===== config.mk =====
export PLATFORM = sky130hd
export DESIGN_NAME = sum_ppm_servo_pulse_decoder
export DESIGN_NICKNAME = d
export VERILOG_FILES = /design/src/hdl/spd_pkg.sv /design/src/hdl/spd_chan_mem.sv /design/src/hdl/sum_ppm_servo_pulse_decoder.sv
export SDC_FILE = /design/constraint.sdc
export NUM_CORES = 2
export LEC_CHECK = 0
export ABC_AREA = 1
export BUFFER_PORTS_ARGS = -buffer_cell sky130_fd_sc_hd__buf_4
export CORE_ASPECT_RATIO = 0.5
export CORE_MARGIN = 1
export CORE_UTILIZATION = 24
export DETAILED_ROUTE_END_ITERATION = 8
export GPL_TIMING_DRIVEN = 0
export SLEW_MARGIN = 15
export SYNTH_ARGS = -nofsm -noshare
export SYNTH_HDL_FRONTEND = slang
export SYNTH_HIERARCHICAL = 1
export SYNTH_SLANG_ARGS = --single-unit

===== constraint.sdc =====
create_clock -name clk -period 39.8 [get_ports clk]
set_input_delay 7.96 -clock clk [delete_from_list [all_inputs] [get_ports clk]]
set_output_delay 7.96 -clock clk [all_outputs]
set_load 0.02 [all_outputs]

===== src/hdl/spd_pkg.sv =====
package spd_pkg;

  localparam int NUM_CHANNELS  = 16;
  localparam int FIRST_VIRTUAL = 1;

  localparam int CH_W   = (NUM_CHANNELS > 1) ? $clog2(NUM_CHANNELS) : 1;
  localparam int FIRST_PTR = (FIRST_VIRTUAL >= NUM_CHANNELS) ? NUM_CHANNELS - 1 : FIRST_VIRTUAL;
  localparam int CFG_IDX_W = 3;

  localparam logic [1:0] FUNC_EDGE = 2'd0;
  localparam logic [1:0] FUNC_TICK = 2'd1;
  localparam logic [1:0] FUNC_READ = 2'd2;

  localparam logic [CFG_IDX_W-1:0] CFG_SYNC_PULSE_MIN       = 3'd0;
  localparam logic [CFG_IDX_W-1:0] CFG_CHANNEL_GAP_MAX      = 3'd1;
  localparam logic [CFG_IDX_W-1:0] CFG_SINGLE_SERVO_GAP_MIN = 3'd2;
  localparam logic [CFG_IDX_W-1:0] CFG_CHANNEL_VALUE_OFFSET = 3'd3;
  localparam logic [CFG_IDX_W-1:0] CFG_STALE_LIMIT_TICKS    = 3'd4;

  localparam logic [15:0] RST_SYNC_PULSE_MIN       = 16'd4000;
  localparam logic [15:0] RST_CHANNEL_GAP_MAX      = 16'd550;
  localparam logic [15:0] RST_SINGLE_SERVO_GAP_MIN = 16'd16000;
  localparam logic [15:0] RST_CHANNEL_VALUE_OFFSET = 16'd500;
  localparam logic [15:0] RST_STALE_LIMIT_TICKS    = 16'd200;

  typedef struct packed {
    logic            duty_we;
    logic            pause_we;
    logic [CH_W-1:0] addr;
    logic [15:0]     duty;
    logic [31:0]     upd;
    logic [15:0]     pause;
  } wr_req_t;

endpackage


===== src/hdl/spd_chan_mem.sv =====
module spd_chan_mem (
  input  logic                        clk,
  input  logic                        rst_n,
  input  spd_pkg::wr_req_t            wr,
  input  logic                        rd_en,
  input  logic [spd_pkg::CH_W-1:0]    rd_addr,
  output logic [15:0]                 rd_duty,
  output logic [15:0]                 rd_pause,
  output logic [31:0]                 rd_upd
);

  logic [15:0] duty_mem_r  [spd_pkg::NUM_CHANNELS];
  logic [15:0] pause_mem_r [spd_pkg::NUM_CHANNELS];
  logic [31:0] upd_mem_r   [spd_pkg::NUM_CHANNELS];

  logic [spd_pkg::NUM_CHANNELS-1:0] dvld_r;
  logic [spd_pkg::NUM_CHANNELS-1:0] pvld_r;

  logic [15:0] duty_q_r;
  logic [15:0] pause_q_r;
  logic [31:0] upd_q_r;
  logic        dvld_q_r;
  logic        pvld_q_r;

  always_ff @(posedge clk) begin
    if (!rst_n) begin
      dvld_r <= '0;
      pvld_r <= '0;
    end else begin
      if (wr.duty_we) begin
        dvld_r[wr.addr] <= 1'b1;
      end
      if (wr.pause_we) begin
        pvld_r[wr.addr] <= 1'b1;
      end
    end
  end

  always_ff @(posedge clk) begin
    if (wr.duty_we) begin
      duty_mem_r[wr.addr] <= wr.duty;
      upd_mem_r[wr.addr]  <= wr.upd;
    end
    if (wr.pause_we) begin
      pause_mem_r[wr.addr] <= wr.pause;
    end
  end

  always_ff @(posedge clk) begin
    if (rd_en) begin
      duty_q_r  <= duty_mem_r[rd_addr];
      pause_q_r <= pause_mem_r[rd_addr];
      upd_q_r   <= upd_mem_r[rd_addr];
      dvld_q_r  <= dvld_r[rd_addr];
      pvld_q_r  <= pvld_r[rd_addr];
    end
  end

  // Entries never written read as zero.
  assign rd_duty  = dvld_q_r ? duty_q_r  : '0;
  assign rd_upd   = dvld_q_r ? upd_q_r   : '0;
  assign rd_pause = pvld_q_r ? pause_q_r : '0;

endmodule


===== src/hdl/sum_ppm_servo_pulse_decoder.sv =====
// Sum-PPM and servo pulse decoder. One transaction is accepted every clock cycle unless a
// finished read waits in the memory stage behind a stalled result, and then the input
// stalls until the result moves. Edge captures and ticks update the state in the cycle
// they are accepted and give no result, and a channel read delivers its duty and pause
// through the synchronous read of the channel memory and then the staleness check, which
// registers the result.
// Channel 0 lives in registers because every edge writes it; the virtual channels live
// in the memory, which takes one write per cycle.
module sum_ppm_servo_pulse_decoder (
  input  logic                            clk,
  input  logic                            rst_n,
  input  logic                            in_valid,
  output logic                            in_stall,
  input  logic [1:0]                      in_func,
  input  logic [15:0]                     in_capture_time,
  input  logic [7:0]                      in_channel,
  output logic                            out_valid,
  input  logic                            out_stall,
  output logic [15:0]                     out_duty_value,
  output logic [15:0]                     out_pause_value,
  input  logic                            cfg_we,
  input  logic [spd_pkg::CFG_IDX_W-1:0]   cfg_index,
  input  logic [15:0]                     cfg_wdata
);

  logic [15:0] sync_min_r;
  logic [15:0] gap_max_r;
  logic [15:0] servo_min_r;
  logic [15:0] offset_r;
  logic [15:0] stale_r;

  logic [15:0]             rise_r, rise_nxt;
  logic [15:0]             fall_r, fall_nxt;
  logic                    exp_fall_r, exp_fall_nxt;
  logic [spd_pkg::CH_W-1:0] ptr_r, ptr_nxt;
  logic                    active_r, active_nxt;
  logic [31:0]             tick_r, tick_nxt;
  logic [15:0]             duty0_r, duty0_nxt;
  logic [15:0]             pause0_r, pause0_nxt;
  logic [31:0]             upd0_r, upd0_nxt;

  logic                    s1_v_r, s1_v_nxt;
  logic                    out_valid_r, out_valid_nxt;
  logic                    s1_range_r;
  logic                    s1_zero_r;
  logic [31:0]             s1_tick_r;
  logic [15:0]             s1_d0_r;
  logic [15:0]             s1_p0_r;
  logic [31:0]             s1_u0_r;
  logic [15:0]             out_duty_r;
  logic [15:0]             out_pause_r;

  logic        accept;
  logic        is_edge;
  logic        is_tick;
  logic        is_read;
  logic        out_free;
  logic        s1_adv;
  logic [15:0] diff;
  logic [15:0] last_stamp;
  spd_pkg::wr_req_t wr;

  logic [15:0] mem_duty;
  logic [15:0] mem_pause;
  logic [31:0] mem_upd;
  logic [15:0] sel_duty;
  logic [15:0] sel_pause;
  logic [31:0] sel_upd;
  logic [31:0] age;
  logic        fresh;

  assign out_free = !out_valid_r || !out_stall;
  assign s1_adv   = s1_v_r && out_free;
  assign in_stall = s1_v_r && !out_free;
  assign accept   = in_valid && !in_stall;

  always_comb begin
    is_edge = 1'b0;
    is_tick = 1'b0;
    is_read = 1'b0;
    unique case (in_func)
      spd_pkg::FUNC_EDGE: is_edge = accept;
      spd_pkg::FUNC_TICK: is_tick = accept;
      spd_pkg::FUNC_READ: is_read = accept;
      default: ;
    endcase
  end

  assign last_stamp = exp_fall_r ? rise_r : fall_r;
  assign diff       = in_capture_time - last_stamp;

  always_comb begin
    rise_nxt     = rise_r;
    fall_nxt     = fall_r;
    exp_fall_nxt = exp_fall_r;
    ptr_nxt      = ptr_r;
    active_nxt   = active_r;
    tick_nxt     = tick_r;
    duty0_nxt    = duty0_r;
    pause0_nxt   = pause0_r;
    upd0_nxt     = upd0_r;
    wr.duty_we   = 1'b0;
    wr.pause_we  = 1'b0;
    wr.addr      = ptr_r;
    wr.duty      = diff + offset_r;
    wr.upd       = tick_r;
    wr.pause     = diff;
    if (is_tick) begin
      tick_nxt = tick_r + 32'd1;
    end
    if (is_edge) begin
      exp_fall_nxt = !exp_fall_r;
      if (exp_fall_r) begin
        fall_nxt = in_capture_time;
        if (diff > sync_min_r) begin
          // A long high time is the frame sync pause.
          pause0_nxt = diff;
          ptr_nxt    = spd_pkg::CH_W'(spd_pkg::FIRST_PTR);
          active_nxt = 1'b1;
        end else begin
          wr.duty_we = active_r;
          duty0_nxt  = diff;
          upd0_nxt   = tick_r;
        end
      end else begin
        rise_nxt   = in_capture_time;
        pause0_nxt = diff;
        if (diff < gap_max_r && active_r) begin
          wr.pause_we = 1'b1;
          if (ptr_r != spd_pkg::CH_W'(spd_pkg::NUM_CHANNELS - 1)) begin
            ptr_nxt = ptr_r + 1'b1;
          end
        end else if (diff > servo_min_r) begin
          active_nxt = 1'b0;
        end
      end
    end
  end

  assign s1_v_nxt      = is_read || (s1_v_r && !out_free);
  assign out_valid_nxt = s1_adv || (out_valid_r && out_stall);

  always_ff @(posedge clk) begin
    if (!rst_n) begin
      sync_min_r  <= spd_pkg::RST_SYNC_PULSE_MIN;
      gap_max_r   <= spd_pkg::RST_CHANNEL_GAP_MAX;
      servo_min_r <= spd_pkg::RST_SINGLE_SERVO_GAP_MIN;
      offset_r    <= spd_pkg::RST_CHANNEL_VALUE_OFFSET;
      stale_r     <= spd_pkg::RST_STALE_LIMIT_TICKS;
    end else if (cfg_we) begin
      unique case (cfg_index)
        spd_pkg::CFG_SYNC_PULSE_MIN:       sync_min_r  <= cfg_wdata;
        spd_pkg::CFG_CHANNEL_GAP_MAX:      gap_max_r   <= cfg_wdata;
        spd_pkg::CFG_SINGLE_SERVO_GAP_MIN: servo_min_r <= cfg_wdata;
        spd_pkg::CFG_CHANNEL_VALUE_OFFSET: offset_r    <= cfg_wdata;
        spd_pkg::CFG_STALE_LIMIT_TICKS:    stale_r     <= cfg_wdata;
        default: ;
      endcase
    end
  end

  always_ff @(posedge clk) begin
    if (!rst_n) begin
      rise_r      <= '0;
      fall_r      <= '0;
      exp_fall_r  <= 1'b0;
      ptr_r       <= '0;
      active_r    <= 1'b0;
      tick_r      <= '0;
      duty0_r     <= '0;
      pause0_r    <= '0;
      upd0_r      <= '0;
      s1_v_r      <= 1'b0;
      out_valid_r <= 1'b0;
    end else begin
      rise_r      <= rise_nxt;
      fall_r      <= fall_nxt;
      exp_fall_r  <= exp_fall_nxt;
      ptr_r       <= ptr_nxt;
      active_r    <= active_nxt;
      tick_r      <= tick_nxt;
      duty0_r     <= duty0_nxt;
      pause0_r    <= pause0_nxt;
      upd0_r      <= upd0_nxt;
      s1_v_r      <= s1_v_nxt;
      out_valid_r <= out_valid_nxt;
    end
  end

  always_ff @(posedge clk) begin
    if (is_read) begin
      s1_range_r <= in_channel < 8'(spd_pkg::NUM_CHANNELS);
      s1_zero_r  <= in_channel == 8'd0;
      s1_tick_r  <= tick_r;
      s1_d0_r    <= duty0_r;
      s1_p0_r    <= pause0_r;
      s1_u0_r    <= upd0_r;
    end
  end

  spd_chan_mem u_mem (
    .clk      (clk),
    .rst_n    (rst_n),
    .wr       (wr),
    .rd_en    (is_read),
    .rd_addr  (in_channel[spd_pkg::CH_W-1:0]),
    .rd_duty  (mem_duty),
    .rd_pause (mem_pause),
    .rd_upd   (mem_upd)
  );

  assign sel_duty  = s1_zero_r ? s1_d0_r : mem_duty;
  assign sel_pause = s1_zero_r ? s1_p0_r : mem_pause;
  assign sel_upd   = s1_zero_r ? s1_u0_r : mem_upd;
  assign age       = s1_tick_r - sel_upd;
  assign fresh     = age < {16'd0, stale_r};

  always_ff @(posedge clk) begin
    if (s1_adv) begin
      out_duty_r  <= (s1_range_r && fresh) ? sel_duty : '0;
      out_pause_r <= s1_range_r ? sel_pause : '0;
    end
  end

  assign out_valid       = out_valid_r;
  assign out_duty_value  = out_duty_r;
  assign out_pause_value = out_pause_r;

  assert property (@(posedge clk) disable iff (!rst_n)
    ptr_r <= spd_pkg::CH_W'(spd_pkg::NUM_CHANNELS - 1))
    else $error("Virtual channel pointer beyond the last channel.");

  assert property (@(posedge clk) disable iff (!rst_n)
    active_r |-> ptr_r != '0)
    else $error("Sum-PPM mode active with the pointer on channel 0.");

  assert property (@(posedge clk) disable iff (!rst_n)
    (wr.duty_we || wr.pause_we) |-> wr.addr != '0)
    else $error("Virtual channel write aimed at channel 0.");

  assert property (@(posedge clk) disable iff (!rst_n)
    in_stall |-> (s1_v_r && out_valid_r && out_stall))
    else $error("Input stalled while the read pipeline can move.");

  assert property (@(posedge clk) disable iff (!rst_n)
    (s1_v_r && !out_free) |=> s1_v_r)
    else $error("Read transaction dropped from the memory stage.");

endmodule


-- After elaboration in Yosys (flattened, before gate mapping)
Memory sizes are Yosys's and may differ from the RTL's. A register that Yosys moved wholly into a read port is not among the register bits.
Cells that the tools add are included.
- add/subtract/negate cells: 5
- $lt $le $gt $ge: 8
- equal/unequal tests: 9
- muxes and demuxes: 35
- bitwise gates (word level): 4
- reductions and logical operators: 32
- operators by type and width (cell ; count):
    16-bit 2-to-1 mux ; 7
    32-bit 2-to-1 mux ; 2
    32-bit by 1-bit adder with 32-bit output, second input constant ; 1
    16-bit > comparator ; 2
    32-bit by 16-bit less-than comparator with 1-bit output ; 1
    16-bit OR ; 2
    32-bit subtractor ; 1
    1-bit 2-to-1 mux ; 18
    16-bit adder ; 1
    16-bit less-than comparator ; 1
    4-bit 2-to-1 mux ; 4
    2-bit AND reduction ; 8
    16-bit subtractor ; 1
    4-bit by 5-bit less-than comparator with 1-bit output, second input constant ; 2
    1-bit binary-select mux with 4-bit select ; 2
    8-bit zero test ; 1
    8-bit by 5-bit less-than comparator with 1-bit output, second input constant ; 1
    4-bit AND reduction ; 2
    1-bit logical AND ; 7
    3-bit by 2-bit == test with 1-bit output, second input constant ; 2
    2-bit nonzero test ; 3
    1-bit zero test ; 5
    4-bit by 1-bit adder with 4-bit output, second input constant ; 1
    1-bit demux with 4-bit select ; 1
    14 further kinds ; 17
- register bits: 380
- RAM bits: 1024
- input port bits: 50
- output and inout port bits: 34
- word-level logic and storage cells: 124
- memories kept: 3
- memories (name ; words ; width ; rd ports ; clocked after memory_dff ; write ports ; RTL line ; RTL):
    u_mem.upd_mem_r ; 16 ; 32 ; 1 ; 1 ; 1 ; spd_chan_mem.sv:14 ; logic [31:0] upd_mem_r [spd_pkg::NUM_CHANNELS];
    u_mem.duty_mem_r ; 16 ; 16 ; 1 ; 1 ; 1 ; spd_chan_mem.sv:12 ; logic [15:0] duty_mem_r [spd_pkg::NUM_CHANNELS];
    u_mem.pause_mem_r ; 16 ; 16 ; 1 ; 1 ; 1 ; spd_chan_mem.sv:13 ; logic [15:0] pause_mem_r [spd_pkg::NUM_CHANNELS];

-- Depth between registers and ports, before layout
- depth after elaboration: 10
- depth in mapped cells: 28
- depth with buffers taken out: 24

-- Cells and area by module
Netlist, hierarchy kept.
- modules (own cells, without submodules) (module ; instances ; cells each ; area each (um2) ; seq. area each (um2)):
    spd_chan_mem ; 1 ; 4585 ; 48091.1 ; 33372.0
    sum_ppm_servo_pulse_decoder ; 1 ; 2229 ; 18177.4 ; 8227.9

-- Worst setup path before layout
OpenSTA, ideal clock, no wires.
- path type: input port to flip-flop
- from: in out_stall
- to: reg s1_d0_r[0] (enable)
- library setup time: 0.890 ns
- arrival time: 19.206 ns
- required time: 38.910 ns
- setup slack: 19.704 ns
- stages on the path: 3
- path buffers: 0
- cells stage by stage: nand3_2 -> nand2_1 -> nor3_1
- word-level cells in the longest chain between the ends: 7
- RTL lines (item ; RTL line ; RTL):
    from (decl) ; sum_ppm_servo_pulse_decoder.sv:18 ; input logic out_stall,
    1-bit zero test ; sum_ppm_servo_pulse_decoder.sv:72 ; assign out_free = !out_valid_r || !out_stall;
    1-bit logical OR ; sum_ppm_servo_pulse_decoder.sv:72 ;
    1-bit zero test ; sum_ppm_servo_pulse_decoder.sv:74 ; assign in_stall = s1_v_r && !out_free;
    1-bit logical AND ; sum_ppm_servo_pulse_decoder.sv:74 ;
    1-bit zero test ; sum_ppm_servo_pulse_decoder.sv:75 ; assign accept = in_valid && !in_stall;
    1-bit logical AND ; sum_ppm_servo_pulse_decoder.sv:75 ;
    1-bit 2-to-1 mux ; sum_ppm_servo_pulse_decoder.sv:81 ; unique case (in_func)
    net is_read ; sum_ppm_servo_pulse_decoder.sv:56 ; logic is_read;
    to (signal assigned) ; sum_ppm_servo_pulse_decoder.sv:195 ; s1_d0_r <= duty0_r;
    to (decl) ; sum_ppm_servo_pulse_decoder.sv:47 ; logic [15:0] s1_d0_r;
The timed path passes the listed nets, and every way through them passes these cells.
A chain may end at the register's enable or synchronous reset.

-- Worst setup path after layout
- from: in out_stall
- to: out in_stall
- word-level cells in the longest chain between the ends: 4
- RTL lines (item ; RTL line ; RTL):
    1-bit zero test ; sum_ppm_servo_pulse_decoder.sv:72 ;
    1-bit logical OR ; sum_ppm_servo_pulse_decoder.sv:72 ;
    1-bit zero test ; sum_ppm_servo_pulse_decoder.sv:74 ;
    1-bit logical AND ; sum_ppm_servo_pulse_decoder.sv:74 ;
    to (decl) ; sum_ppm_servo_pulse_decoder.sv:13 ; output logic in_stall,
Every way passes these cells.

==> flow_metrics.env <==
export IMPL_power_switching_mw=0.8814
export IMPL_ff2ff_setup_slack_ns=31.41
export IMPL_setup_viol=0
export IMPL_grt_pass1_vias=45120
export IMPL_min_path_cells=0
export IMPL_dieHeight_um=373.6
export IMPL_synth_avg_cell_area_um2=9.725
export IMPL_post_dp_cell_area_mm2=0.07266
export IMPL_die_area_mm2=0.2784
export IMPL_p_clk_share_pct=40.2
export IMPL_setup_tns_ns=0
export IMPL_seq_area_frac_synth_pct=62.77
export IMPL_overflow=0
export IMPL_cts_path_max_buffers=3
export IMPL_drt_iter0_markers=4947
export IMPL_timing_hold_ws_ns=0.4222
export IMPL_utilization_pct=28.46
export IMPL_maxCapViolCount=0
export IMPL_ys_ff_latch=1468
export IMPL_drt_wl_total_um=200800
export IMPL_finClkSkew_ns=0.03215
export IMPL_total_power_mw=3.508
export IMPL_crit_slowest_cell="buf_4"
export IMPL_cts_tree="done"
export IMPL_grt_start_max_net_pins=45
export IMPL_leakagePower_nw=32.70
export IMPL_nNetsFinal=7280
export IMPL_drive_gt1_share_pct=9.110
export IMPL_wire_per_inst_um=18.50
export IMPL_finalCritPeriodShare_pct=41.08
export IMPL_synthTopCellsByArea="edfxtp_1 55%, nand2_1 11%, dfxtp_1 7.5%"
export IMPL_drv_slew=0
export IMPL_crit_start="out_stall"
export IMPL_path_common_cell="buf_4"
export IMPL_crit_path_start_kind="input port"
export IMPL_peakVddDrop_mv=0.04323
export IMPL_vias_per_cell=4.438
export IMPL_reg2reg_depth=25
export IMPL_postCtsHoldBufs=0
export IMPL_floorplan_initialDensity_pct=24.31
export IMPL_slew_headroom_pct=8.983
export IMPL_clock_latency_ns=0.80
export IMPL_cts_sinks=1468
export IMPL_rr_startpoint="exp_fall_r"
export IMPL_syn_inst=6814
export IMPL_post_cts_setup_buffers=0
export IMPL_critPathCaptureType="output port"
export IMPL_area_growth_pct=17.07
export IMPL_synth_largest_area_cell="edfxtp_1"
export IMPL_sw_frac_of_total_pct=25.12
export IMPL_core_area_mm2=0.2726
export IMPL_dp_final_hpwl_um=141100
export IMPL_clkTransAtPathRegs_ns=0.06
export IMPL_grt_setup_unrepaired="no"
export IMPL_detail_route_antenna_nets=0
export IMPL_crit_fanout=3
export IMPL_status="completed"
export IMPL_synthDominantCellAreaShare_pct=55.28
export IMPL_ios=84
export IMPL_synth_nets=6992
export IMPL_power_density_mw_per_mm2=45.22
export IMPL_die_x_um=745.1
export IMPL_num_rows=135
export IMPL_async_reset_ff_share_pct=0
export IMPL_layout_common_cells="1,892 x nand2_1, 1,220 x edfxtp_1, 1,158 x inv_1"
export IMPL_synth_edf_count=1220
export IMPL_crit_path_max_incr_delay_ns=0.14
export IMPL_synth_flop_cell="edfxtp_1"
export IMPL_via_count=48170
export IMPL_grtUsageTotal_pct=14.01
export IMPL_cp_arrival_ns=8.39
export IMPL_numPortBuffers=83
export IMPL_fin_area_mm2=0.07758
export IMPL_antenna_found_initial=5
export IMPL_drt_pass1_iter_count=6
export IMPL_min_period_ns=16.35
export IMPL_crit_required_ns=31.84
export IMPL_worst_pin_slew_ns=1.365
export IMPL_path_cells="buf_4 -> nand3_2 -> inv_1 -> buf_4"
export IMPL_grt_pass1_wl_um=293200
export IMPL_hold_path_class="register to register"
export IMPL_seq_power_share_pct=49.2
export IMPL_internal_power_mw=2.627
export IMPL_hp_start="duty0_r[13]"
export IMPL_hold_viol=0
export IMPL_final_common_cell="nand2_1"
export IMPL_syn_area_mm2=0.06627
export IMPL_post_route_drc_count=0
export IMPL_htree_levels=4
export IMPL_ys_types=55
export IMPL_max_freq_ghz=0.06116
export IMPL_ys_warn_count=6
export IMPL_cts_inserted_buffers=152
export IMPL_root_buffer="clkbuf_16"
export IMPL_place_gp_congestion=0.8818
export IMPL_critPathKind="input port to output port"
export IMPL_cts_resized=0
export IMPL_combinationalPowerShare_pct=10.6
-- cells in the mapped netlist (6+ instances only) --
cell / n
o21ai_0: 230
mux2i_1: 46
clkbuf_1: 84
edfxtp_1: 1220
buf_4: 17
nor3_1: 26
a211oi_1: 8
nor4_1: 7
nand2_1: 1892
o211ai_1: 20
xor2_1: 37
a21oi_1: 221
nand2_2: 15
ha_1: 125
nor2_1: 273
buf_2: 118
nand3_1: 855
buf_6: 60
inv_2: 14
dfxtp_1: 248
nor2_4: 16
nor2_2: 10
nand4_1: 22
buf_1: 13
a31oi_1: 6
inv_1: 1174
xnor2_1: 7
-- power by group through the flow --
stage	Combinational (mW)	Sequential, mW	Clock, mW
after floorplan	0.199	1.76	0
after global placement	0.333	1.76	0
after detailed placement	0.366	1.76	0
after CTS	0.368	1.73	1.43
after global routing	0.400	1.73	1.49
final	0.372	1.73	1.41
-- registers in the layout (all words and copies together), names as in the netlist, 32 cells and up --
signal / flops
s1_u0_r: 32
u_mem/upd_q_r: 32
s1_tick_r: 32
u_mem/upd_mem_r: 512
tick_r: 32
upd0_r: 32
u_mem/pause_mem_r: 256
u_mem/duty_mem_r: 256
-- cell type report --
| cell class | count | area (um2) |
|---|---|---|
| Antenna cell | 1 | 2.502 |
| Buffer | 296 | 1821 |
| Clock buffer | 198 | 4140 |
| Clock inverter | 77 | 747.0 |
| Fill cell | 28310 | 195000 |
| Inverter | 1191 | 4518 |
| Multi-Input combinational cell | 3859 | 18650 |
| Sequential cell | 1468 | 41600 |
| Tap cell | 3630 | 4542 |
| Timing Repair Buffer | 134 | 1560 |
-- path summary, 6_finish.rpt --
check                            end
min                      s1_d0_r[13]
min reg2reg              s1_d0_r[13]
max                         in_stall
max reg2reg  u_mem/upd_mem_r[14][14]
-- metrics by stage --
| stage | worst slack (ns) | instances |
|---|---|---|
| 4_1_cts | 23.45 | 10850 |
| 6_report | 23.45 | 10850 |
| 3_3_place_gp | 12.69 | 10530 |
| 2_1_floorplan | 19.70 | 6814 |
| 3_5_place_dp | 23.45 | 10580 |
| 5_1_grt | 23.42 | 10850 |
-- worst max-delay path: cells and delay by family --
family | cells | cell delay (ns)
buffers and inverters | 3 | 0.34
AND/OR/NAND/NOR | 1 | 0.09
-- per-layer routing --
layer	share of wire [%]	global-route usage, %	up-vias
met5	0	0	-
met4	3.7	5.455	0
met3	8.0	2.147	368
met2	47	23.22	1877
met1	41	18.36	23200
li1	-	-	22730
-- cells by family (layout without fill, tap and decap cells) --
group / count (synthesis) / count (layout) / synth area share, %
other: 0 / 1 / 0
XOR/XNOR: 44 / 44 / 0.5815
buffers and inverters: 1487 / 1896 / 9.505
multiplexers: 46 / 46 / 0.6948
AO/OA/AOI/OAI: 500 / 500 / 3.950
flip-flops: 1468 / 1468 / 62.77
AND/OR/NAND/NOR: 3141 / 3141 / 20.04
adder cells (fa/ha/maj): 128 / 128 / 2.451
No activity file was read; power rests on OpenSTA's default activity.
